==> src/hw/rtl/mvt_fifo.sv <==
// Small register-based first-in first-out queue used on both sides of the unit.
module mvt_fifo #(
    parameter int WIDTH = 8,
    parameter int DEPTH = 2
) (
    input  logic             i_clk,
    input  logic             i_rst_n,
    input  logic             i_wr,
    input  logic [WIDTH-1:0] i_wdata,
    output logic             o_full,
    input  logic             i_rd,
    output logic [WIDTH-1:0] o_rdata,
    output logic             o_empty
);

    localparam int PTR_W = (DEPTH > 1) ? $clog2(DEPTH) : 1;
    localparam int CNT_W = $clog2(DEPTH + 1);

    logic [WIDTH-1:0] r_mem [DEPTH];
    logic [PTR_W-1:0] r_wptr, n_wptr;
    logic [PTR_W-1:0] r_rptr, n_rptr;
    logic [CNT_W-1:0] r_count, n_count;
    logic             wr_fire, rd_fire;

    assign o_full  = (r_count == CNT_W'(DEPTH));
    assign o_empty = (r_count == '0);
    assign wr_fire = i_wr && !o_full;
    assign rd_fire = i_rd && !o_empty;
    assign o_rdata = r_mem[r_rptr];

    always_comb begin
        n_wptr  = r_wptr;
        n_rptr  = r_rptr;
        n_count = r_count;
        if (wr_fire) begin
            n_wptr = (r_wptr == PTR_W'(DEPTH - 1)) ? '0 : r_wptr + 1'b1;
        end
        if (rd_fire) begin
            n_rptr = (r_rptr == PTR_W'(DEPTH - 1)) ? '0 : r_rptr + 1'b1;
        end
        if (wr_fire && !rd_fire) begin
            n_count = r_count + 1'b1;
        end else if (rd_fire && !wr_fire) begin
            n_count = r_count - 1'b1;
        end
    end

    always_ff @(posedge i_clk) begin
        if (!i_rst_n) begin
            r_wptr  <= '0;
            r_rptr  <= '0;
            r_count <= '0;
        end else begin
            r_wptr  <= n_wptr;
            r_rptr  <= n_rptr;
            r_count <= n_count;
        end
    end

    always_ff @(posedge i_clk) begin
        if (wr_fire) begin
            r_mem[r_wptr] <= i_wdata;
        end
    end

endmodule

==> config.mk <==
export PLATFORM = sky130hd
export DESIGN_NAME = mvt_fifo
export DESIGN_NICKNAME = d
export VERILOG_FILES = /design/src/hw/rtl/mvt_fifo.sv
export SDC_FILE = /design/constraint.sdc
export NUM_CORES = 1
export LEC_CHECK = 0
export BUFFER_PORTS_ARGS = -buffer_cell sky130_fd_sc_hd__buf_2
export CAP_MARGIN = 20
export CORE_AREA = 2 2 43 45
export CTS_BUF_LIST = sky130_fd_sc_hd__clkbuf_8
export DETAILED_ROUTE_END_ITERATION = 10
export DIE_AREA = 0 0 45 47
export GPL_TIMING_DRIVEN = 0
export PLACE_DENSITY_LB_ADDON = 0.08
export SYNTH_ARGS = -nofsm -noshare
export SYNTH_HDL_FRONTEND = slang
export SYNTH_SLANG_ARGS = --single-unit
==> constraint.sdc <==
create_clock -name i_clk -period 1.8 [get_ports i_clk]
set_clock_uncertainty 0.05 [all_clocks]
set_input_delay 0.27 -clock i_clk [delete_from_list [all_inputs] [get_ports i_clk]]
set_output_delay 0.27 -clock i_clk [all_outputs]
set_load 0.005 [all_outputs]
# ---- Yosys cells after proc, flatten, opt, wreduce, memory -nomap -nowiden
# Memory sizes are Yosys's and may differ from the RTL's. A register that Yosys moved wholly into a read port is not among the register bits.
# Cells that the tools add are included.
dict set report totals {
  out_inout_bits 10
  register_bits 4
  elab_cells 27
  ramBits 16
  n_memories 1
  inputBits 12
}
# memory depth width read_ports rd_clocked_by_memory_dff write_ports line_no
set mem_list {}
lappend mem_list {r_mem 2 8 1 1 1 19} ;# logic [WIDTH-1:0] r_mem [DEPTH];
dict set report classes {
  reduce_logical 10
  n_addsub 4
  eq_ne 1
  mux 8
}
# cell n
set op_table {}
lappend op_table {{1-bit two-way mux} 6}
lappend op_table {{1-bit logical AND} 4}
lappend op_table {{1-bit logical NOT} 4}
lappend op_table {{2-bit two-way mux} 2}
lappend op_table {{1-bit adder, second input constant} 2}
lappend op_table {{2-bit by 1-bit adder with 2-bit output, second input constant} 1}
lappend op_table {{2-bit == test, second input constant} 1}
lappend op_table {{2-bit logical NOT} 1}
lappend op_table {{2-bit nonzero test} 1}
lappend op_table {{2-bit by 1-bit subtractor with 2-bit output, second input constant} 1}

# ---- Logic depth before layout (Yosys ltp)
# Gate-level depths: netlist of run 1.
dict set report depth {
  ltp_word 7
  ltp_mapped 7
  ltp_nobuf 7
}

# ---- Worst setup path before layout of run 1
# Ideal clock, no wire load.
dict set report synth_path {
  path_type {register to register}
  from {register r_count[0]}
  to {register r_count[1]}
  path_stages_with_launch 7
  path_slack_ns 0.296
  period_less_slack_ns 1.504
  setup_time_ns 0.070
  required_ns 1.680
  n_path_buf 0
  arrival_time_ns 1.384
  cell_sequence {dfxtp_1 -> nand2b_1 -> inv_2 -> nor2_1 -> ha_1 -> or3_1 -> a21boi_1}
}
dict set report synth_between {
  elab_chain_cells 6
  word_cells_on_any_way 15
  cone_classes {add/sub (2); eq/ne (1); mux (2); reduce/logical (10)}
}
# element line_no
set synth_rtl {}
lappend synth_rtl {{start: declaration} 22} ;# logic [CNT_W-1:0] r_count, n_count;
lappend synth_rtl {{start signal: assignment} 56} ;# r_count <= n_count;
lappend synth_rtl {{2-bit == test (*)} 25} ;# assign o_full = (r_count == CNT_W'(DEPTH));
lappend synth_rtl {{via o_full} 10} ;# output logic o_full,
lappend synth_rtl {{1-bit logical NOT (*)} 27} ;# assign wr_fire = i_wr && !o_full;
lappend synth_rtl {{1-bit logical AND (*)} 27}
lappend synth_rtl {{1-bit logical NOT} 43} ;# end else if (rd_fire && !wr_fire) begin
lappend synth_rtl {{1-bit logical AND} 43}
lappend synth_rtl {{2-bit nonzero test (no line)} --}
# Mark *: on every way through the listed nets, which the timed path passes. The rest lies on a longest branch. The select of a mux whose other input is x is not followed.
# A chain may end at the register's enable or synchronous reset.

# ---- Worst setup path in the final report of run 1
dict set report layout_path {
  from {register r_count[0]}
  to {register r_count[1]}
}
dict set report layout_between {
  elab_chain_cells 6
  word_cells_on_any_way 15
  cone_classes {add/sub (2); eq/ne (1); mux (2); reduce/logical (10)}
}
# element line_no
set layout_rtl {}
lappend layout_rtl {{2-bit == test or 2-bit logical NOT (tied branches)} {25, 26}}
lappend layout_rtl {{1-bit logical NOT (on tied branches)} {27, 28}}
lappend layout_rtl {{1-bit logical AND (on tied branches)} {27, 28}}
lappend layout_rtl {{1-bit logical NOT (on tied branches)} {43, 41}}
lappend layout_rtl {{1-bit logical AND (on tied branches)} {43, 41}}
lappend layout_rtl {{2-bit nonzero test (no line) or 2-bit two-way mux (tied branches)} --}
# Several ways; a longest one is shown, not always the timed one. The select of a mux whose other input is x is not followed.

==> impl_metrics.env, run 1 <==
export IMPL_run_status="complete, no violations"
export IMPL_cts_made_buffers=3
export IMPL_cp_max_fo=5
export IMPL_ff2ff_setup_slack_ns=0.20
export IMPL_grt_overflow=0
export IMPL_hold_buffers=0
export IMPL_wl_met2_um=554
export IMPL_vias_per_cell=4.902
export IMPL_initial_utilization=0.4902
export IMPL_synth_simple_area_share=0.06801
export IMPL_synth_cells=50
export IMPL_wl_met1_um=462
export IMPL_rr_worst_depth=6
export IMPL_clk_pin_slew_ns=0.07
export IMPL_cp_arrival_ns=1.74
export IMPL_synth_area_mux_share=0.1113
export IMPL_fin_nets=89
export IMPL_finalHoldViolCount=0
export IMPL_synth_cell_types=20
export IMPL_dpl_hpwl_um=794.2
export IMPL_end_kind="flop"
export IMPL_seq_area_frac_synth=0.7172
export IMPL_fin_util=0.5939
export IMPL_worst_pin_slew_ns=0.6849
export IMPL_holdPathEnd="r_mem[0][2]"
export IMPL_final_instance_count_excl_fill=92
export IMPL_grt_antenna_before_repair=0
export IMPL_finalMaxSlewViolations=0
export IMPL_clk_path_buf_depth=2
export IMPL_whs_path_depth=1
export IMPL_drc=0
export IMPL_topRoutingLayerUsed="met3"
export IMPL_synthToLayoutAreaGrowth_pct=21.17
export IMPL_cts_tree="yes"
export IMPL_synth_compound_area_frac=0.04019
export IMPL_clock_root_buffer="clkbuf_8"
export IMPL_drt_iter0_drc=7
export IMPL_fmax_ghz=0.6256
export IMPL_fin_tns_setup_ns=0
export IMPL_htreeDepth=1
export IMPL_place_ws_ns=0.1848
export IMPL_min_path_type="input port to flop"
export IMPL_crit_required_ns=1.94
export IMPL_power_density_mw_per_mm2=1362
export IMPL_max_slew_margin_rel=0.5409
export IMPL_setup_slack_ns=0.2015
export IMPL_drive_gt1_frac=0.4667
export IMPL_num_rows=15
export IMPL_cts_resized_gates=0
export IMPL_io_pins=22
export IMPL_synth_xor_area_share=0.03246
export IMPL_dieArea_sq_mm=0.002115
export IMPL_vias=451
export IMPL_ys_warn_count=0
export IMPL_rsz0062_at_grt="no"
export IMPL_synthAdderAreaFrac=0.01546
export IMPL_ys_ff_latch=21
export IMPL_wl_met3_um=52
export IMPL_syn_avg_cell_area_sq_um=16.19
export IMPL_period_needed_ns=1.598
export IMPL_grt_use_total=0.1097
export IMPL_dieHeight_um=47
export IMPL_setup_worst_path_class="flop to flop"
export IMPL_cts_sinks=21
export IMPL_cap_violations=0
export IMPL_critPathLaunchType="flop"
export IMPL_finalSetupViolations=0
export IMPL_core_sq_mm=0.001652
export IMPL_post_drt_wl_per_cell_um=11.62
export IMPL_insertion_delay_ns=0.25
export IMPL_fin_crit_sh=0.8880
export IMPL_firstDrtPassIters=2
export IMPL_io_buffers=21
export IMPL_power_leakage_nw=0.3960
export IMPL_dp_cells=88
export IMPL_synth_area_sq_um=809.5
export IMPL_antenna_cells=0
export IMPL_fillCellCount=134
export IMPL_gp_congestion=0.6513
export IMPL_hold_start="i_wdata[2]"
export IMPL_cts_setup_buffers=0
export IMPL_syn_nets=63
export IMPL_synth_top_family_by_area="multiplexers"
export IMPL_grt_max_degree=12
export IMPL_grt_first_pass_wirelength_um=1587
export IMPL_rr_startpoint="r_count[0]"
export IMPL_dieWidth_um=45
export IMPL_peakVddDrop_mv=0.7011
export IMPL_drt_wl_total_um=1069
export IMPL_reg2reg_to="r_count[1]"
export IMPL_final_antenna_net_count=0
export IMPL_grt_pass1_vias=400
==> metrics by stage <==
stage | hold slack, ns | power (mW) | cell area (sq um)
5_1_grt | 0.1488 | 1.421 | 980.9
3_3_place_gp | 0.4082 | 1.060 | 935.9
6_report | 0.1549 | 1.336 | 980.9
2_1_floorplan | 0.3189 | 0.9341 | 809.5
3_5_place_dp | 0.4119 | 1.068 | 935.9
4_1_cts | 0.1459 | 1.364 | 980.9
==> sequential cells by signal (all words and copies together), names as in the netlist, named ones only <==
| signal | count |
|---|---|
| r_mem | 16 |
| r_count | 2 |
| r_rptr | 1 |
| r_wptr | 1 |
==> cells by family after synthesis <==
group,count (synthesis)
DFF,21
xor gates and xnor gates,3
adders and majority gates,1
buffers and inverters,3
muxes,8
and+or+nand+nor,9
AOI/OAI and AO/OA,5
==> power breakdown <==
group / total [mW] / internal, mW / switching [mW]
logic: 0.390 / 0.213 / 0.177
registers: 0.659 / 0.619 / 0.0401
clock network: 0.287 / 0.151 / 0.135
total: 1.34 / 0.984 / 0.352
==> cell usage after synthesis <==
cell type  count  area, sq um
a21boi_0       1        7.510
a21boi_1       1        7.510
and2_1         3        18.77
and3_1         1        6.260
buf_2          1        5.000
dfxtp_1        5        100.1
edfxtp_1      16        480.5
ha_1           1        12.51
inv_1          1        3.750
inv_2          1        3.750
mux2_2         8        90.09
nand2b_1       1        6.260
nor2_1         2        7.510
nor3_2         1        10.01
o21a_1         1        7.510
o21ai_0        1        5.000
o21ai_1        1        5.000
or3_1          1        6.260
xnor2_1        2        17.52
xor2_1         1        8.760
==> layout by cell type, fill, tap and decap left out, drive strengths merged <==
cell,synthesis,layout
clkbuf,0,3
nand2b,1,1
inv,2,3
mux2,8,8
xnor2,2,2
edfxtp,16,16
xor2,1,1
nor2,2,2
and2,3,3
a21boi,2,2
o21a,1,1
buf,1,22
o21ai,2,2
or3,1,1
ha,1,1
dfxtp,5,5
nor3,1,1
and3,1,1
==> area by class of cell <==
cell class	instances	area, sq um	area share
Sequential cell	21	580.6	0.5918
Multi-Input combinational cell	26	216.5	0.2207
Timing Repair Buffer	21	105.1	0.1071
Clock buffer	3	41.29	0.04209
Tap cell	17	21.27	0.02168
Inverter	2	7.507	0.007653
Buffer	1	5.005	0.005102
Clock inverter	1	3.754	0.003827
==> per-layer routing <==
| metal | global-route usage | up-vias |
|---|---|---|
| li1 | - | 232 |
| met1 | 0.1194 | 206 |
| met2 | 0.2029 | 13 |
| met3 | 0.02308 | 0 |
| met4 | 0.05294 | 0 |
| met5 | 0 | - |
==> how the worst max path moves through the flow <==
stage	from	endpoint	cells after the start
final	r_count[0]	r_count[1]	6
after global routing	r_count[0]	r_mem[0][7]	3
after CTS	r_count[0]	r_mem[0][7]	3
after detailed placement	r_count[0]	r_mem[0][6]	3
after global placement	r_count[0]	r_mem[0][7]	3
after floorplan	r_count[0]	r_count[1]	6
==> worst max-delay path, cell delays in order, from the launching register on <==
cell and delay (ns):
dfxtp_1 0.41, nand2b_1 0.18, inv_2 0.06, nor2_1 0.09
ha_1 0.26, or3_1 0.35, a21boi_1 0.14
Power figures use the tool's default switching activity.
==> run 2: changes to the inputs <==
--- a/config.mk
+++ b/config.mk
@@ -12,7 +12,9 @@
 export DETAILED_ROUTE_END_ITERATION = 10
 export DIE_AREA = 0 0 45 47
 export GPL_TIMING_DRIVEN = 0
+export MAX_ROUTING_LAYER = met4
 export PLACE_DENSITY_LB_ADDON = 0.08
+export RECOVER_POWER = 50
 export SYNTH_ARGS = -nofsm -noshare
 export SYNTH_HDL_FRONTEND = slang
 export SYNTH_SLANG_ARGS = --single-unit
==> impl_metrics.env, run 2 (synthesized netlist as in run 1, its figures left out) <==
export IMPL_min_path_type="input port to flop"
export IMPL_final_antenna_net_count=0
export IMPL_dieHeight_um=47
export IMPL_multiInputGateArea_sq_um=216.5
export IMPL_mostFrequentLayoutCells="17 x buf_2, 16 x edfxtp_1, 8 x mux2_2"
export IMPL_fin_util=0.5902
export IMPL_p_comb_frac=0.288
export IMPL_fmax_ghz=0.6267
export IMPL_grt_first_pass_wirelength_um=1587
export IMPL_hold_buffers=0
export IMPL_cap_violations=0
export IMPL_clk_path_buf_depth=2
export IMPL_reg_top3="r_mem (16), r_count (2)"
export IMPL_place_ws_ns=0.1848
export IMPL_insertion_delay_ns=0.25
export IMPL_fin_crit_sh=0.8865
export IMPL_finalHoldViolCount=0
export IMPL_cts_made_buffers=3
export IMPL_dieArea_sq_mm=0.002115
export IMPL_power_switching_mw=0.3497
export IMPL_worst_pin_slew_ns=0.6844
export IMPL_vias=450
export IMPL_regMostFlops="r_mem"
export IMPL_largest_register_ffs=16
export IMPL_p_int_mw=0.9769
export IMPL_grt_pass1_vias=400
export IMPL_grt_overflow=0
export IMPL_cts_setup_buffers=0
export IMPL_core_sq_mm=0.001652
export IMPL_htreeDepth=1
export IMPL_power_density_mw_per_mm2=1361
export IMPL_startpoint="r_count[0]"
export IMPL_vias_per_cell=4.891
export IMPL_dpl_hpwl_um=794.2
export IMPL_num_rows=15
export IMPL_seqCellArea_sq_um=580.6
export IMPL_pwr_share_seq=0.496
export IMPL_crit_required_ns=1.94
export IMPL_max_slew_margin_rel=0.5413
export IMPL_clock_power_share=0.216
export IMPL_gp_congestion=0.6571
export IMPL_synthToLayoutAreaGrowth_pct=20.40
export IMPL_dieWidth_um=45
export IMPL_io_buffers=21
export IMPL_finalMaxSlewViolations=0
export IMPL_critPathLaunchType="flop"
export IMPL_io_pins=22
export IMPL_ff2ff_setup_slack_ns=0.20
export IMPL_drt_wl_total_um=1058
export IMPL_switching_share=0.2636
export IMPL_finalSetupViolations=0
export IMPL_post_drt_wl_per_cell_um=11.50
export IMPL_final_common_cell="buf_2"
export IMPL_fin_nets=89
export IMPL_cp_arrival_ns=1.73
export IMPL_rr_startpoint="r_count[0]"
export IMPL_grt_antenna_before_repair=0
export IMPL_setup_slack_ns=0.2043
export IMPL_power_leakage_nw=0.3840
export IMPL_period_needed_ns=1.596
export IMPL_rr_worst_depth=6
export IMPL_drc=0
export IMPL_reg2reg_to="r_count[1]"
export IMPL_cts_tree="yes"
export IMPL_grt_use_total=0.1134
export IMPL_antenna_cells=0
export IMPL_clk_pin_slew_ns=0.07
export IMPL_cts_resized_gates=0
export IMPL_cts_sinks=21
export IMPL_rsz0062_at_grt="no"
export IMPL_dp_cells=88
export IMPL_drive_gt1_frac=0.3867
export IMPL_firstDrtPassIters=2
export IMPL_drt_iter0_drc=9
export IMPL_power_total_mw=1.327
export IMPL_initial_utilization=0.4902
export IMPL_peakVddDrop_mv=0.6806
export IMPL_fin_tns_setup_ns=0
export IMPL_run_status="complete, no violations"
export IMPL_setup_worst_path_class="flop to flop"
export IMPL_critPathCapture="r_count[1]"
export IMPL_fillCellCount=135
export IMPL_end_kind="flop"
export IMPL_cp_max_fo=5
export IMPL_grt_max_degree=12
export IMPL_final_instance_count_excl_fill=92
export IMPL_clock_root_buffer="clkbuf_8"
[run 2: critical path, cell delays in order (launching register included)]
cell and delay (ns):
dfxtp_1 0.40, nand2b_1 0.16, inv_1 0.08, nor2_1 0.09, ha_1 0.26, or3_1 0.35, a21boi_1 0.14
[run 2: layout make-up]
type | instances | share of cell area
flip-flops and latches | 21 | 0.5956
multi-input cells | 26 | 0.2221
repair buffers | 21 | 0.1014
clock buffers | 3 | 0.04236
well taps | 17 | 0.02182
inverters | 2 | 0.007702
plain buffers | 1 | 0.005135
clock inverters | 1 | 0.003851
[run 2: worst min path at each step]
stage	startpoint	to	slack, ns	cells after the start
2_1_floorplan	i_wdata[0]	r_mem[0][0]	0.32	0
3_3_place_gp	i_wdata[2]	r_mem[0][2]	0.41	1
3_5_place_dp	i_wdata[7]	r_mem[1][7]	0.41	1
4_1_cts	i_wdata[4]	r_mem[0][4]	0.15	1
5_1_grt	i_wdata[7]	r_mem[1][7]	0.15	1
6_report	i_wdata[2]	r_mem[0][2]	0.15	1
[run 2: power groups by stage]
stage / Combinational (mW) / Sequential, mW / Clock [mW]
floorplan: 0.273 / 0.661 / 0
global placement: 0.391 / 0.668 / 0
detailed placement: 0.399 / 0.670 / 0
CTS: 0.403 / 0.660 / 0.301
global route: 0.427 / 0.669 / 0.317
finish: 0.382 / 0.658 / 0.287
[run 2: routing by layer]
layer	global-route usage	share of wire	vias to the layer above
met4	0.05294	0	0
li1	-	-	232
met2	0.2029	0.52	13
met5	-	0	-
met3	0.02308	0.049	0
met1	0.1194	0.42	205
[run 2: metrics by stage]
| stage | hold slack, ns | area [sq um] |
|---|---|---|
| floorplan | 0.3189 | 809.5 |
| global placement | 0.4082 | 935.9 |
| detailed placement | 0.4119 | 935.9 |
| CTS | 0.1459 | 980.9 |
| global route | 0.1488 | 974.7 |
| finish | 0.1549 | 974.7 |
